[src/hdl/sajr_pkg.sv]
`default_nettype none
package sajr_pkg;

	localparam int SAMPLE_BITS     = 8;
	localparam int COUNT_BITS_DEF  = 8;
	localparam int PHASE_W         = 7;
	localparam int OFF_W           = 6;
	localparam int IDX_W           = $clog2(SAMPLE_BITS);
	localparam int CFG_IDX_W       = 3;
	localparam int CFG_DATA_W      = 8;
	localparam int IN_W            = 8;
	localparam int OUT_W           = 56;

	localparam logic [PHASE_W-1:0] PHASE_IDLE  = 7'd0;
	localparam logic [PHASE_W-1:0] PHASE_FIRST = 7'd1;
	localparam logic [PHASE_W-1:0] CONV_LEN    = 7'd39;
	localparam logic [PHASE_W-1:0] GAP_PHASE   = 7'd40;
	localparam logic [PHASE_W-1:0] Y_FIRST     = 7'd41;
	localparam logic [PHASE_W-1:0] LAST_PHASE  = 7'd79;

	localparam logic [OFF_W-1:0] CMD_LEN      = 6'd7;
	localparam logic [OFF_W-1:0] MUX_OFF_A    = 6'd2;
	localparam logic [OFF_W-1:0] MUX_OFF_B    = 6'd3;
	localparam logic [OFF_W-1:0] CHAN_OFF     = 6'd4;
	localparam logic [OFF_W-1:0] MSB_FIRST    = 6'd8;
	localparam logic [OFF_W-1:0] MSB_LAST     = 6'd22;
	localparam logic [OFF_W-1:0] LSB_LAST     = 6'd36;

	localparam logic [CFG_IDX_W-1:0] CFG_MUX_MODE  = 3'd0;
	localparam logic [CFG_IDX_W-1:0] CFG_X_CHANNEL = 3'd1;
	localparam logic [CFG_IDX_W-1:0] CFG_Y_CHANNEL = 3'd2;
	localparam logic [CFG_IDX_W-1:0] CFG_LOW_LIMIT = 3'd3;
	localparam logic [CFG_IDX_W-1:0] CFG_HIGH_LIMIT = 3'd4;

	localparam logic [SAMPLE_BITS-1:0] LOW_LIMIT_RST  = 8'd1;
	localparam logic [SAMPLE_BITS-1:0] HIGH_LIMIT_RST = 8'd254;

endpackage
`default_nettype wire

[src/hdl/serial_adc_joystick_reader.sv]
// A result beat appears on the master side in the cycle after its input beat is taken.
// Throughput: one beat per cycle when not stalled; the sequencer steps once per input beat.
// A stalled master side holds the slave side only when the output register is full.
// Reset (arst_n low, asynchronous) returns the sequencer to idle, clears the sample words
// and direction counters, empties the output register and loads the register defaults.
`default_nettype none
module serial_adc_joystick_reader #(
	parameter int COUNT_BITS = sajr_pkg::COUNT_BITS_DEF
) (
	input  wire logic                             clk,
	input  wire logic                             arst_n,
	input  wire logic                             s_tvalid,
	output logic                                  s_tready,
	// start_poll, data_pin, zero fill
	input  wire logic [sajr_pkg::IN_W-1:0]        s_tdata,
	output logic                                  m_tvalid,
	input  wire logic                             m_tready,
	// select_level, clock_level, data_out_level, data_drive, poll_done, x_sample, y_sample,
	// samples_agree, left_count, right_count, down_count, up_count, zero fill
	output logic [sajr_pkg::OUT_W-1:0]            m_tdata,
	input  wire logic                             cfg_we,
	input  wire logic [sajr_pkg::CFG_IDX_W-1:0]   cfg_index,
	input  wire logic [sajr_pkg::CFG_DATA_W-1:0]  cfg_data
);
	import sajr_pkg::*;

	localparam logic [COUNT_BITS-1:0] COUNT_MAX = {COUNT_BITS{1'b1}};

	logic                   mux_mode_q, x_chan_q, y_chan_q;
	logic [SAMPLE_BITS-1:0] low_limit_q, high_limit_q;
	logic [PHASE_W-1:0]     phase_q;
	logic [SAMPLE_BITS-1:0] x_msb_q, x_lsb_q, y_msb_q, y_lsb_q;
	logic [COUNT_BITS-1:0]  cnt_q [4];
	logic                   m_tvalid_q;
	logic [OUT_W-1:0]       m_tdata_q;

	logic                   accept, start, din;
	logic [PHASE_W-1:0]     ph, phase_n;
	logic                   in_x, in_y, conv, chan;
	logic [OFF_W-1:0]       off, lsb_off;
	logic [IDX_W-1:0]       lsb_idx;
	logic                   cs, sclk, dout, drv, done, agree, take_msb, take_lsb;
	logic [SAMPLE_BITS-1:0] msb_w, lsb_w, msb_n, lsb_n;
	logic [SAMPLE_BITS-1:0] x_msb_n, x_lsb_n, y_msb_n, y_lsb_n;
	logic [COUNT_BITS-1:0]  cnt_n [4];
	logic [3:0]             hit;
	logic [COUNT_BITS+7:0]  cnt_ext [4];
	logic [OUT_W-1:0]       result;

	assign s_tready = !m_tvalid_q || m_tready;
	assign accept   = s_tvalid && s_tready;
	assign start    = s_tdata[0];
	assign din      = s_tdata[1];
	assign m_tvalid = m_tvalid_q;
	assign m_tdata  = m_tdata_q;

	always_comb begin
		if (phase_q == PHASE_IDLE || phase_q > LAST_PHASE) begin
			ph = start ? PHASE_FIRST : PHASE_IDLE;
		end else begin
			ph = phase_q;
		end
		in_x = (ph >= PHASE_FIRST) && (ph <= CONV_LEN);
		in_y = (ph >= Y_FIRST) && (ph <= LAST_PHASE);
		conv = in_x || in_y;
		off  = in_x ? 6'(ph - PHASE_FIRST) : 6'(ph - Y_FIRST);
		chan = in_x ? x_chan_q : y_chan_q;

		cs   = !conv;
		sclk = conv && off[0];
		drv  = conv && (off < CMD_LEN);
		if (!drv) begin
			dout = 1'b0;
		end else if (off == MUX_OFF_A || off == MUX_OFF_B) begin
			dout = mux_mode_q;
		end else if (off == CHAN_OFF) begin
			dout = chan;
		end else begin
			dout = 1'b1;
		end

		if (ph == PHASE_FIRST && phase_q != PHASE_FIRST) begin
			x_msb_n = '0;
			x_lsb_n = '0;
			y_msb_n = '0;
			y_lsb_n = '0;
		end else begin
			x_msb_n = x_msb_q;
			x_lsb_n = x_lsb_q;
			y_msb_n = y_msb_q;
			y_lsb_n = y_lsb_q;
		end

		msb_w    = in_x ? x_msb_n : y_msb_n;
		lsb_w    = in_x ? x_lsb_n : y_lsb_n;
		take_msb = conv && !off[0] && (off >= MSB_FIRST) && (off <= MSB_LAST);
		take_lsb = conv && !off[0] && (off >= MSB_LAST) && (off <= LSB_LAST);
		lsb_off  = off - MSB_LAST;
		lsb_idx  = lsb_off[IDX_W:1];
		msb_n    = take_msb ? {msb_w[SAMPLE_BITS-2:0], din} : msb_w;
		lsb_n    = lsb_w;
		if (take_lsb) begin
			lsb_n[lsb_idx] = lsb_w[lsb_idx] | din;
		end
		if (in_x) begin
			x_msb_n = msb_n;
			x_lsb_n = lsb_n;
		end else if (in_y) begin
			y_msb_n = msb_n;
			y_lsb_n = lsb_n;
		end

		agree = (x_msb_n == x_lsb_n) && (y_msb_n == y_lsb_n);
		done  = (ph == LAST_PHASE);
		hit[0] = x_msb_n < low_limit_q;
		hit[1] = x_msb_n > high_limit_q;
		hit[2] = y_msb_n < low_limit_q;
		hit[3] = y_msb_n > high_limit_q;
		for (int i = 0; i < 4; i++) begin
			if (done && agree) begin
				cnt_n[i] = !hit[i] ? '0 :
					(cnt_q[i] == COUNT_MAX) ? COUNT_MAX : cnt_q[i] + 1'b1;
			end else begin
				cnt_n[i] = cnt_q[i];
			end
			cnt_ext[i] = {8'd0, cnt_n[i]};
		end

		if (done || ph == PHASE_IDLE) begin
			phase_n = PHASE_IDLE;
		end else begin
			phase_n = ph + 1'b1;
		end

		result = {2'b00, cnt_ext[3][7:0], cnt_ext[2][7:0], cnt_ext[1][7:0], cnt_ext[0][7:0],
			agree, y_msb_n, x_msb_n, done, drv, dout, sclk, cs};
	end

	always_ff @(posedge clk or negedge arst_n) begin
		if (!arst_n) begin
			mux_mode_q   <= 1'b0;
			x_chan_q     <= 1'b0;
			y_chan_q     <= 1'b1;
			low_limit_q  <= LOW_LIMIT_RST;
			high_limit_q <= HIGH_LIMIT_RST;
		end else if (cfg_we) begin
			unique case (cfg_index)
				CFG_MUX_MODE:   mux_mode_q   <= cfg_data[0];
				CFG_X_CHANNEL:  x_chan_q     <= cfg_data[0];
				CFG_Y_CHANNEL:  y_chan_q     <= cfg_data[0];
				CFG_LOW_LIMIT:  low_limit_q  <= cfg_data;
				CFG_HIGH_LIMIT: high_limit_q <= cfg_data;
				default: ;
			endcase
		end
	end

	always_ff @(posedge clk or negedge arst_n) begin
		if (!arst_n) begin
			phase_q <= PHASE_IDLE;
			x_msb_q <= '0;
			x_lsb_q <= '0;
			y_msb_q <= '0;
			y_lsb_q <= '0;
			for (int i = 0; i < 4; i++) begin
				cnt_q[i] <= '0;
			end
		end else if (accept) begin
			phase_q <= phase_n;
			x_msb_q <= x_msb_n;
			x_lsb_q <= x_lsb_n;
			y_msb_q <= y_msb_n;
			y_lsb_q <= y_lsb_n;
			for (int i = 0; i < 4; i++) begin
				cnt_q[i] <= cnt_n[i];
			end
		end
	end

	always_ff @(posedge clk or negedge arst_n) begin
		if (!arst_n) begin
			m_tvalid_q <= 1'b0;
		end else if (s_tready) begin
			m_tvalid_q <= s_tvalid;
		end
	end

	always_ff @(posedge clk) begin
		if (accept) begin
			m_tdata_q <= result;
		end
	end

endmodule
`default_nettype wire

[config.mk]
export PLATFORM = sky130hd
export DESIGN_NAME = serial_adc_joystick_reader
export DESIGN_NICKNAME = d
export VERILOG_FILES = /design/src/hdl/sajr_pkg.sv /design/src/hdl/serial_adc_joystick_reader.sv
export SDC_FILE = /design/constraint.sdc
export NUM_CORES = 1
export LEC_CHECK = 0
export BUFFER_PORTS_ARGS = -buffer_cell sky130_fd_sc_hd__buf_2
export CAP_MARGIN = 0
export CELL_PAD_IN_SITES_DETAIL_PLACEMENT = 2
export CELL_PAD_IN_SITES_GLOBAL_PLACEMENT = 2
export CORE_MARGIN = 3
export CORE_UTILIZATION = 43
export CTS_BUF_LIST = sky130_fd_sc_hd__clkbuf_2
export CTS_CLUSTER_DIAMETER = 40
export DETAILED_ROUTE_END_ITERATION = 10
export GPL_TIMING_DRIVEN = 0
export PLACE_DENSITY = 0.95
export SYNTH_ARGS = -nofsm -noshare
export SYNTH_HDL_FRONTEND = slang
export SYNTH_SLANG_ARGS = --single-unit
[constraint.sdc]
create_clock -name clk -period 16.9 [get_ports clk]
set_input_delay 1.69 -clock clk [delete_from_list [all_inputs] [get_ports clk]]
set_output_delay 1.69 -clock clk [all_outputs]
set_load 0.05 [all_outputs]
=== Yosys cells after proc, flatten, opt, wreduce, memory -nomap -nowiden ===
Cells that the tools add are included.

* Input port bits: 24
* Output and inout port bits: 58
* Bits in registers: 145

* Reductions and logical operators: 30
* Eq/ne operators: 16
* $lt $le $gt $ge: 16
* Add/sub/neg operators: 8
* Muxes and demuxes: 38
* Bitwise gates (word level): 1

{| class="wikitable"
|+ Operator list
! operator !! count
|-
| two-way mux 8 bit || 26
|-
| adder 8 x 1 -> 8 bit, second input constant || 4
|-
| == test 8 bit, second input constant || 4
|-
| == test 8 bit || 2
|-
| greater-than comparator 8 bit || 2
|-
| < comparator 8 bit || 2
|-
| logical AND 1 bit || 14
|-
| zero test 7 bit || 2
|-
| two-way mux 7 bit || 2
|-
| == test 6 x 2 -> 1 bit, second input constant || 2
|-
| AND reduction 2 bit || 5
|-
| bitwise mux 8 bit || 1
|-
| adder 7 x 1 -> 7 bit, second input constant || 1
|-
| == test 7 x 1 -> 1 bit, second input constant || 1
|-
| == test 7 bit, second input constant || 1
|-
| greater-or-equal comparator 7 x 1 -> 1 bit, second input constant || 1
|-
| greater-or-equal comparator 7 x 6 -> 1 bit, second input constant || 1
|-
| greater-than comparator 7 bit, second input constant || 1
|-
| less-or-equal comparator 7 x 6 -> 1 bit, second input constant || 1
|-
| less-or-equal comparator 7 bit, second input constant || 1
|-
| inequality test 7 x 1 -> 1 bit, second input constant || 1
|-
| == test 3 x 2 -> 1 bit, second input constant || 2
|-
| == test 6 x 3 -> 1 bit, second input constant || 1
|-
| greater-or-equal comparator 6 x 4 -> 1 bit, second input constant || 1
|-
| other kinds (19) || 30
|}

=== Logic depth before layout (Yosys ltp) ===
* Depth in word-level cells: 19
* Gate-level depth with buffers: 30

=== Worst setup path before layout ===
No wires, ideal clock.

* Path type: input-to-reg
* Start: in s_tdata[0] (netlist bit)
* End: reg m_tdata_q[22] (netlist: m_tdata[22]) (data pin)
* Slack: 8771 ps
* Arrival time: 7869 ps
* Stages on the path: 24
* Setup time: 260 ps
* Path through: a31oi_1 -> o21ai_0 -> clkbuf_1 -> ha_1 -> nor2_1 -> a32oi_4 -> nand2_2 -> clkinv_2 -> buf_1 -> ha_1 -> clkbuf_1 -> and3_1 -> a2111oi_4 -> a21bo_2 -> a211o_1 -> o311ai_0 -> o31ai_4 -> xnor2_1 -> or4_1 -> or3_1 -> buf_4 -> nor3_2 -> buf_4 -> mux2_2

{| class="wikitable"
|+ RTL lines
! item !! RTL line !! RTL
|-
| start: declaration || serial_adc_joystick_reader.sv:15 || <nowiki>input wire logic [sajr_pkg::IN_W-1:0] s_tdata,</nowiki>
|-
| end signal: assignment || serial_adc_joystick_reader.sv:190 || <nowiki>m_tdata_q <= result;</nowiki>
|-
| end: declaration || serial_adc_joystick_reader.sv:35 || <nowiki>logic [OUT_W-1:0] m_tdata_q;</nowiki>
|}

==> metrics.md <==
| Metric | Value |
|---|---|
| Status | `complete, no violations` |
| Internal power | `0.0007522 W` |
| Pin count of the biggest net entering global routing | `64` |
| DR pass1 iterations | `7` |
| Primary FF master, synth | `dfrtp_1` |
| Synth Warn # | `0` |
| Worst R2R Start | `phase_q[4]$_DFFE_PN0P_` |
| Fmax | `0.08827 GHz` |
| Fin. Hold Viols | `0` |
| Min-delay src | `low_limit_q[1]$_DFFE_PN0P_` |
| CORE AREA | `21090 um2` |
| Normalized max-slew margin | `24.09%` |
| Slowest stage delay, CP | `0.78 ns` |
| Final #Nets | `1119` |
| Via count | `9464` |
| P per Cell Area | `170.1 nW/um2` |
| Worst Setup Start Kind | `flop` |
| Seq cells post-synth | `145` |
| Clk_lat worst skew | `0.83 ns` |
| Share of cells above drive strength 1 | `19.40%` |
| IO Pins | `82` |
| Power share of the clock group | `14.2%` |
| Register area share after synthesis | `42.31%` |
| Worst min path class | `reg2reg` |
| Initial antenna violation count | `2` |
| P_leak | `4.624 nW` |
| Top delay family on crit path | `compound AO/OA/AOI/OAI gates` |
| Fin Clk Skew | `0.08603 ns` |
| Post-DRT Antenna Nets | `0` |
| Synth Instances | `960` |
| Netlist cell types | `76` |
| Critical path arrival | `11.83 ns` |
| First-pass GRT wire length | `65680 um` |
| Setup Buffers After CTS | `0` |
| CTS-repair resized insts | `0` |
| Avg Inst Size Synth | `9.626 um2` |
| CTS sink count | `145` |
| H-tree lvl count | `4` |
| PortBufs | `73` |
| Most numerous cell on the critical path | `clkbuf_1` |
| Maximum vdd drop | `88.46 uV` |
| Worst Setup SP | `phase_q[4]$_DFFE_PN0P_` |
| Library cell with the largest summed area after synthesis | `dfrtp_1` |
| Worst path bufs/invs | `7` |
| Crit path max fanout | `12` |
| Row count | `53` |
| Max-cap violations | `0` |
| Die Span Y | `152.6 um` |
| CTS tree | `yes` |
| Hold_buf cts | `0` |
| Starting Density | `43.82%` |
| Part of the power in registers | `25.6%` |
| Crit. End Element | `flop` |
| DRT Wirelength | `42930 um` |
| DRC | `0` |
| WS Path Type | `reg2reg` |
| P_sw | `0.0009934 W` |
| Worst Path Required | `17.40 ns` |
| CP max-delay cell | `a2111oi_0` |
| Initial DRC count | `969` |
| Final hold slack | `0.5559 ns` |
| Root buf cell | `clkbuf_2` |
| Area delta synth->final | `11.02%` |
| GP Congestion | `0.9192` |
| Die width | `152.6 um` |
| Vias per cell | `7.047` |
| Switching power share of the total | `56.91%` |
| Total global-route track usage | `36.47%` |
| Cts bufs inserted | `17` |
| Tcrit/Tclk final | `67.04%` |
| RSZ-0062 raised after global routing | `no` |
| Wire length per cell | `31.96 um` |
| Mapped Area | `9241 um2` |
| Post-synth EDFFs | `54` |
| Share of flip-flops with an asynchronous set or reset | `62.76%` |
| Vias in the first global route | `10452` |
| DP HPWL | `28690 um` |
| Synth top area cells | `dfrtp_1 22%, edfxtp_1 18%, ha_1 5.6%, mux2_2 5.2%, nand2_1 4.3%` |
| GRT overflow | `0` |
| Final min period | `11.33 ns` |
| Final setup fails | `0` |
| Clk buf depth | `2` |
| Die area | `23290 um2` |
| Post-synth top area share | `22.20%` |
| Slew @ Worst Pin | `1.131 ns` |
| Comb pwr share | `60.2%` |
| Pins over their slew limit | `0` |
| Clk slew on worst S/H paths | `0.28 ns` |
| Setup_tns | `0 ns` |
-- flip-flops by register name (all words and copies together) (netlist names), 8 cells and up --
register / cells
y_msb_q: 8
y_lsb_q: 8
m_tdata: 54
high_limit_q: 8
x_lsb_q: 8
x_msb_q: 8
low_limit_q: 8
cnt_q: 32
-- worst paths after layout --
check                                             end  slack, ns  cells past startpoint
max                             m_tdata[32]$_DFFE_PP_       5.57                     26
min                        low_limit_q[1]$_DFFE_PN0P_       0.56                      1
max reg2reg                     m_tdata[32]$_DFFE_PP_       5.57                     26
min reg2reg                low_limit_q[1]$_DFFE_PN0P_       0.56                      1
max in group asynchronous        y_chan_q$_DFFE_PN1P_      15.21                      2
min in group asynchronous      x_lsb_q[0]$_DFFE_PN0P_       0.81                      1
-- layer usage --
layer	share of wire [%]	track usage [%]
met4	7.6	22.49
met2	49	63.35
met1	36	40.80
met3	7.9	7.810
met5	0.030	0
-- cell usage after synthesis, drive strengths merged (12+ instances only) --
cell type and count:
nand2 107, dfrtp 82, a21oi 63, o21ai 55, edfxtp 54, and3 46
mux2 43, nand3 43, inv 42, ha 41, nor2 40, clkbuf 35
a31oi 27, mux2i 26, a41oi 20, nor3 20, buf 18, a31o 15
nand2b 14, a211oi 12
-- stage by stage --
stage | utilization (%) | std cells | instance area, um2 | worst slack (ns) | power (W)
2_1_floorplan | - | 961 | 9245 | 8.771 | 0.001056
3_3_place_gp | 47.21 | 1309 | 9955 | 6.420 | 0.001313
3_5_place_dp | 47.37 | 1310 | 9988 | 5.779 | 0.001400
4_1_cts | 48.64 | 1342 | 10260 | 6.155 | 0.001686
5_1_grt | 48.65 | 1343 | 10260 | 5.405 | 0.001796
6_report | 48.65 | 1343 | 10260 | 5.571 | 0.001746
-- layout by cell type, fill, tap and decap left out, drive strengths merged, types with 4 or more instances in the layout --
cell / instances
nor3: 20
mux2: 43
a21oi: 63
dfstp: 9
clkinv: 5
clkbuf: 53
a31o: 15
inv: 49
a22o: 5
o22ai: 5
nand2b: 14
nand2: 107
xnor2: 11
dfrtp: 82
nor2b: 7
or2: 4
xor2: 9
nand4: 9
o31ai: 8
a31oi: 27
a211o: 4
nor2: 40
o211ai: 4
o21a: 6
a2111oi: 4
buf: 92
or3: 7
nand3: 43
and3: 46
a41oi: 20
a21o: 7
mux2i: 26
a2bb2oi: 6
a211oi: 12
nor4: 8
edfxtp: 54
a32o: 8
ha: 41
o21ai: 55
-- worst reg2reg max path, cell delays in order, from the launching register on --
cell	delay [ns]
dfrtp_1	0.51
nor4_4	0.55
a31oi_1	0.18
o21ai_0	0.45
clkbuf_1	0.61
ha_1	0.49
nor2_1	0.15
a32oi_4	0.49
nand2_2	0.15
clkinv_2	0.24
buf_1	0.72
ha_1	0.37
clkbuf_1	0.24
and3_1	0.30
a211oi_1	0.66
o211a_1	0.33
a211o_1	0.25
clkbuf_1	0.46
o21ai_0	0.16
a31oi_1	0.51
xnor2_1	0.20
a2111oi_0	0.78
nand4_1	0.75
nor3_2	0.69
buf_4	0.33
buf_2	0.28
a21oi_1	0.17
-- power by group through the flow --
| stage | Clock [W] | Combinational (W) | Sequential [W] |
|---|---|---|---|
| after CTS | 0.000245 | 0.000997 | 0.000444 |
| after detailed placement | 0 | 0.000952 | 0.000448 |
| final | 0.000248 | 0.00105 | 0.000447 |
| after global placement | 0 | 0.000868 | 0.000445 |
| after global routing | 0.000260 | 0.00109 | 0.000450 |
| after floorplan | 0 | 0.000581 | 0.000475 |
-- cell families after synthesis --
| kind of cell | share of synthesized area [%] |
|---|---|
| AOI/OAI and AO/OA | 20.23 |
| xor gates and xnor gates | 1.895 |
| adders and majority gates | 5.551 |
| buffers and inverters | 4.535 |
| DFF | 42.31 |
| muxes | 8.096 |
| other | 0.04058 |
| and+or+nand+nor | 17.34 |
-- area by class of cell --
cell class,count,area [um2]
antenna,1,2.502
buffer,53,256.5
clock buffer,18,90.09
clock inverter,14,178.9
fill,2267,10830
inverter,44,166.4
multi-input combinational,719,4916
sequential,145,3910
tap,275,344.1
timing repair buffer,74,395.4
(Power assumes the default switching activity.)
